<file path="src/rtl/mts_pkg.sv">
package mts_pkg;

  localparam int unsigned STACK_DEPTH = 1024;
  localparam int unsigned DATA_W      = 32;
  localparam int unsigned ADDR_W      = $clog2(STACK_DEPTH);
  localparam int unsigned CNT_W       = $clog2(STACK_DEPTH + 1);

  localparam logic OP_PUSH = 1'b0;
  localparam logic OP_POP  = 1'b1;

  typedef enum logic [1:0] {
    ST_DONE  = 2'd0,
    ST_EMPTY = 2'd1,
    ST_FULL  = 2'd2
  } status_e;

  typedef enum logic [1:0] {
    MOP_HOLD  = 2'd0,
    MOP_LOAD  = 2'd1,
    MOP_CMP   = 2'd2,
    MOP_CLEAR = 2'd3
  } max_op_e;

  typedef struct packed {
    max_op_e                   op;
    logic signed [DATA_W-1:0]  data;
    logic        [ADDR_W-1:0]  pos;
  } max_ctl_t;

  typedef struct packed {
    logic                      present;
    logic signed [DATA_W-1:0]  value;
    logic        [ADDR_W-1:0]  pos;
  } max_stat_t;

  typedef struct packed {
    status_e                   status;
    logic signed [DATA_W-1:0]  popped_value;
    logic                      max_valid;
    logic signed [DATA_W-1:0]  max_value;
    logic        [CNT_W-1:0]   entry_count;
  } result_t;

endpackage

</file>
<file path="src/rtl/mts_max_unit.sv">
module mts_max_unit import mts_pkg::*; (
  input  logic      clk_i,
  input  logic      rst_ni,
  input  max_ctl_t  ctl_i,
  output max_stat_t cur_o,
  output max_stat_t nxt_o
);

  logic                     present_q, present_d;
  logic signed [DATA_W-1:0] value_q, value_d;
  logic [ADDR_W-1:0]        pos_q, pos_d;
  logic                     greater;

  assign greater = ctl_i.data > value_q;

  always_comb begin
    present_d = present_q;
    value_d   = value_q;
    pos_d     = pos_q;
    case (ctl_i.op)
      MOP_LOAD: begin
        present_d = 1'b1;
        value_d   = ctl_i.data;
        pos_d     = ctl_i.pos;
      end
      MOP_CMP: begin
        if (greater) begin
          value_d = ctl_i.data;
          pos_d   = ctl_i.pos;
        end
      end
      MOP_CLEAR: begin
        present_d = 1'b0;
        value_d   = '0;
        pos_d     = '0;
      end
      default: begin
      end
    endcase
  end

  always_ff @(posedge clk_i or negedge rst_ni) begin
    if (!rst_ni) begin
      present_q <= 1'b0;
      value_q   <= '0;
      pos_q     <= '0;
    end else begin
      present_q <= present_d;
      value_q   <= value_d;
      pos_q     <= pos_d;
    end
  end

  assign cur_o = '{present: present_q, value: value_q, pos: pos_q};
  assign nxt_o = '{present: present_d, value: value_d, pos: pos_d};

endmodule

</file>
<file path="config.mk">
export PLATFORM = sky130hd
export DESIGN_NAME = mts_max_unit
export DESIGN_NICKNAME = d
export VERILOG_FILES = /design/src/rtl/mts_pkg.sv /design/src/rtl/mts_max_unit.sv
export SDC_FILE = /design/constraint.sdc
export NUM_CORES = 1
export LEC_CHECK = 0
export BUFFER_PORTS_ARGS = -buffer_cell sky130_fd_sc_hd__clkbuf_2
export CORE_MARGIN = 2
export CORE_UTILIZATION = 44
export DETAILED_ROUTE_END_ITERATION = 10
export PLACE_DENSITY = 0.77
export SETUP_SLACK_MARGIN = 0.2
export SKIP_LAST_GASP = 1
export SYNTH_ARGS = -nofsm -noshare
export SYNTH_HDL_FRONTEND = slang
export SYNTH_SLANG_ARGS = --single-unit
</file>
<file path="constraint.sdc">
create_clock -name clk_i -period 3.5 [get_ports clk_i]
set_input_delay 0.7 -clock clk_i [delete_from_list [all_inputs] [get_ports clk_i]]
set_output_delay 0.7 -clock clk_i [all_outputs]
set_load 0.01 [all_outputs]
</file>
# Word level (Yosys, flattened, before mapping)
# Cells that the tools add are included.
# word_totals
register_bits	43
output_inout_bits	86
word_cells	12
# classes
n_lt_le_gt_ge	1
eq_ne	3
muxes	5
# op_table
operator	n
$pmux W32 S3	1
$gt A32 B32 Y1	1
$mux W32	1
$pmux W10 S3	1
$mux W10	1
$eq A2 B2 Y1 const B	2
$eq A2 B1 Y1 const B	1
$pmux W1 S2	1

# Longest topological paths before layout
# logic_depth
depth_word	3
ltp_mapped	10

# Worst setup path after synthesis
# No wires, ideal clock.
# synth_path
path_kind	input to output
startpoint	in ctl_i[25] (netlist bit)
endpoint	out nxt_o[28] (netlist bit)
arrival_time_ns	2.527
t_required_ns	2.800
setup_slack_ns	0.273
stages	9
path_cell_list	ha_1 -> nand4_1 -> nor4_2 -> nand2_1 -> o221a_1 -> buf_6 -> o21a_4 -> buf_6 -> o311ai_1
# synth_lines
element	line_no	source
start, declared	mts_max_unit.sv:4	input max_ctl_t ctl_i,
end, declared	mts_max_unit.sv:6	output max_stat_t nxt_o

==> results.ini <==
[worst_hold_path]
min_path_type=flop to flop
hp-start=present_q
hold_end=present_q
hold_path_depth=1

[setup_path]
worst-path-max-fanout=6
crit_type=primary input to output pin
rrSetupSlack_ns=0.87
cp-end-kind=output pin
crit_required_ns=2.80
crit_path_start_kind=primary input
timing.rr.start=value_q[25]
cp.arrival_ns=2.87
rr_endpoint=value_q[25]
reg2reg_depth=12

[route]
firstDrtPassIters=5
drcViolationCount=0
wl_mm=11.3
postRouteAntennaNets=0
drtIter0Drc=168
vias=3389
avgRoutedWirePerCell_um=18.9
via_per_inst=5.66

[sta]
slew_headroom_pct=22.1
finalHoldViolations=0
finalCritPeriodShare_pct=102
finClkSkew_ns=0.0143
whs_ns=0.562
fmax_ghz=0.280
post-route-worst-setup-slack_ns=-0.0720
post-route-min-period_ns=3.57
finalSetupViolations=26
worst_pin_slew_ns=1.17
rsz0062_at_grt=true
slew_violations=0

[synthesis]
ys_types=36
post-synth-top-area-cell=dfrtp_1
synth-simple-area-share_pct=9.65
synth_top_family_by_area=compound AO/OA/AOI/OAI gates
synthesis.area_mm2=0.00323
synth_top_area_share_pct=33.3
syn_avg_cell_area_um2=9.47
synth_adder_area_share_pct=12.4
syn_inst=341
yosys-top-cells-area=dfrtp_1, ha_1, o22ai_2
synth.net_count=419
ys_seq_area_share_pct=33.3
ys_ff_latch=43
synthXorXnorAreaFrac_pct=0
synth_compound_area_share_pct=33.2
muxShareOfSynthArea_pct=0
yosys_warnings=0

[placed_design]
gp_congestion=0.812
placed_cells=574
io_buffers=131
hpwl_mm=6.85

[grt]
grt_pass1_wl_mm=14.2
grtUsageTotal_pct=22.7
antenna_found_initial=0
grt_pass1_vias=2934
grt_max_degree=44
grt-ovfl-total=0

[clock_tree]
h-tree-depth=2
ctsHoldBuffers=0
cts_sinks=43
cts_buffers=5
clock_path_buffers=2
clk_pin_slew_worst_paths_ns=0.08
root_buffer=clkbuf_8
cts_tree=built
worstSkewPairLatency_ns=0.31

[cells_and_area]
multi_input_area_mm2=0.00238
regArea_mm2=0.00108
final_cell_count_no_fill=599
area_growth_pct=60.0
nFillCells=478
diodes=0
layout.nets=577
drive_above_1_share_pct=56.4

[power]
power_density_mw_per_mm2=425
p_leak_nw=2.45
vdd_ir_drop_max_mv=0.274
total_power_mw=2.19

[floorplan]
die_width_um=89.7
core_mm2=0.00718
ios=132
initial_utilization_pct=45.0
floorplan.die.height_um=89.7
fp-row-count=31
die_area_mm2=0.00804

[run_status]
violations=setup timing
status=finished, violations left

[run]
maxCapViolations=0

worst max path at each step:
stage                         start         to  depth (start not counted)
after floorplan           ctl_i[25]  nxt_o[28]                          9
after global placement    ctl_i[15]  nxt_o[28]                         10
after detailed placement  ctl_i[24]  nxt_o[41]                         10
after CTS                 ctl_i[41]  nxt_o[41]                         11
after global routing      ctl_i[36]   nxt_o[1]                         12
final                     ctl_i[40]   nxt_o[1]                         12
where the power goes:
part,switching (mW),leakage [nW],total (mW),internal (mW)
clock,0.184,0.0612,0.415,0.231
combinational,0.622,1.84,1.15,0.528
sequential,0.0534,0.544,0.628,0.574
total,0.859,2.45,2.19,1.33
critical path, stage by stage:
cell,delay [ns]
buf_8,0.10
ha_4,0.26
nand4_1,0.14
and4bb_1,0.36
nor2_2,0.08
buf_4,0.14
a41oi_4,0.29
o21a_4,0.26
buf_12,0.15
clkbuf_16,0.15
o22ai_4,0.06
buf_2,0.16
kinds of logic (layout without fill, tap and decap cells):
logic type / Yosys count / count (layout)
AND/OR/NAND/NOR: 69 / 69
flip-flops: 43 / 43
adder cells (fa/ha/maj): 32 / 32
buffers and inverters: 84 / 243
AO/OA/AOI/OAI: 113 / 113
cells in the mapped netlist, drive strengths merged:
master / number
nor2: 5
nor4: 1
nand2b: 2
buf: 12
o211ai: 29
nand2: 51
and4: 2
o22ai: 28
o21ai: 6
and4bb: 1
clkinv: 1
a211oi: 1
o31ai: 1
o221a: 1
o311ai: 14
ha: 32
inv: 59
o21a: 1
o2111ai: 14
a21o: 3
dfrtp: 43
clkbuf: 12
a41oi: 1
a221oi: 1
a21oi: 12
nand4: 5
o211a: 1
nor2b: 2
layout make-up:
type / instances / area share, %
repair buffers: 175 / 24.0
flip-flops and latches: 43 / 20.8
well taps: 99 / 2.40
multi-input cells: 214 / 46.1
clock inverters: 2 / 0.678
inverters: 60 / 4.36
clock buffers: 6 / 1.60
cells in the final DEF, fill, tap and decap left out, types with 2 or more instances in the layout:
cell type	instances
a21o_1	3
a21oi_1	10
a21oi_2	2
and4_1	2
buf_12	5
buf_2	12
buf_4	36
buf_6	24
buf_8	3
clkbuf_2	94
clkbuf_8	6
dfrtp_1	43
ha_1	5
ha_4	27
inv_1	40
inv_2	19
nand2_1	50
nand2b_1	2
nand4_1	5
nor2_1	4
nor2b_1	2
o2111ai_1	10
o2111ai_2	4
o211ai_1	28
o21ai_1	3
o21ai_2	2
o22ai_1	6
o22ai_2	18
o22ai_4	4
o311ai_4	13
metal layers:
metal	share of wire [%]	track usage (%)
met5	0	0
met4	5.2	7.06
met3	4.9	4.20
met2	50	38.5
met1	40	29.4
flip-flops by register name, indices dropped and copies added, names as in the netlist:
name	count
pos_q	10
present_q	1
value_q	32
metrics by stage:
stage	instance area (um2)	util (%)	worst slack (ns)	setup TNS, ns
final	5160	72.0	-0.0720	-0.688
after global routing	5160	72.0	-0.137	-3.34
after CTS	4400	61.4	0.0427	0
after detailed placement	4100	57.2	-0.0366	-0.153
after global placement	4100	57.2	-0.0503	-0.0503
after floorplan	3230	-	0.273	0
timing repair:
item	CTS	global route
endpoints found under the hold margin	0	0
gates cloned	0	2
pin swaps	6	46
endpoints found under the setup margin	42	42
setup buffers	2	13
resized for setup	21	153
No activity file was read; power rests on OpenSTA's default activity.
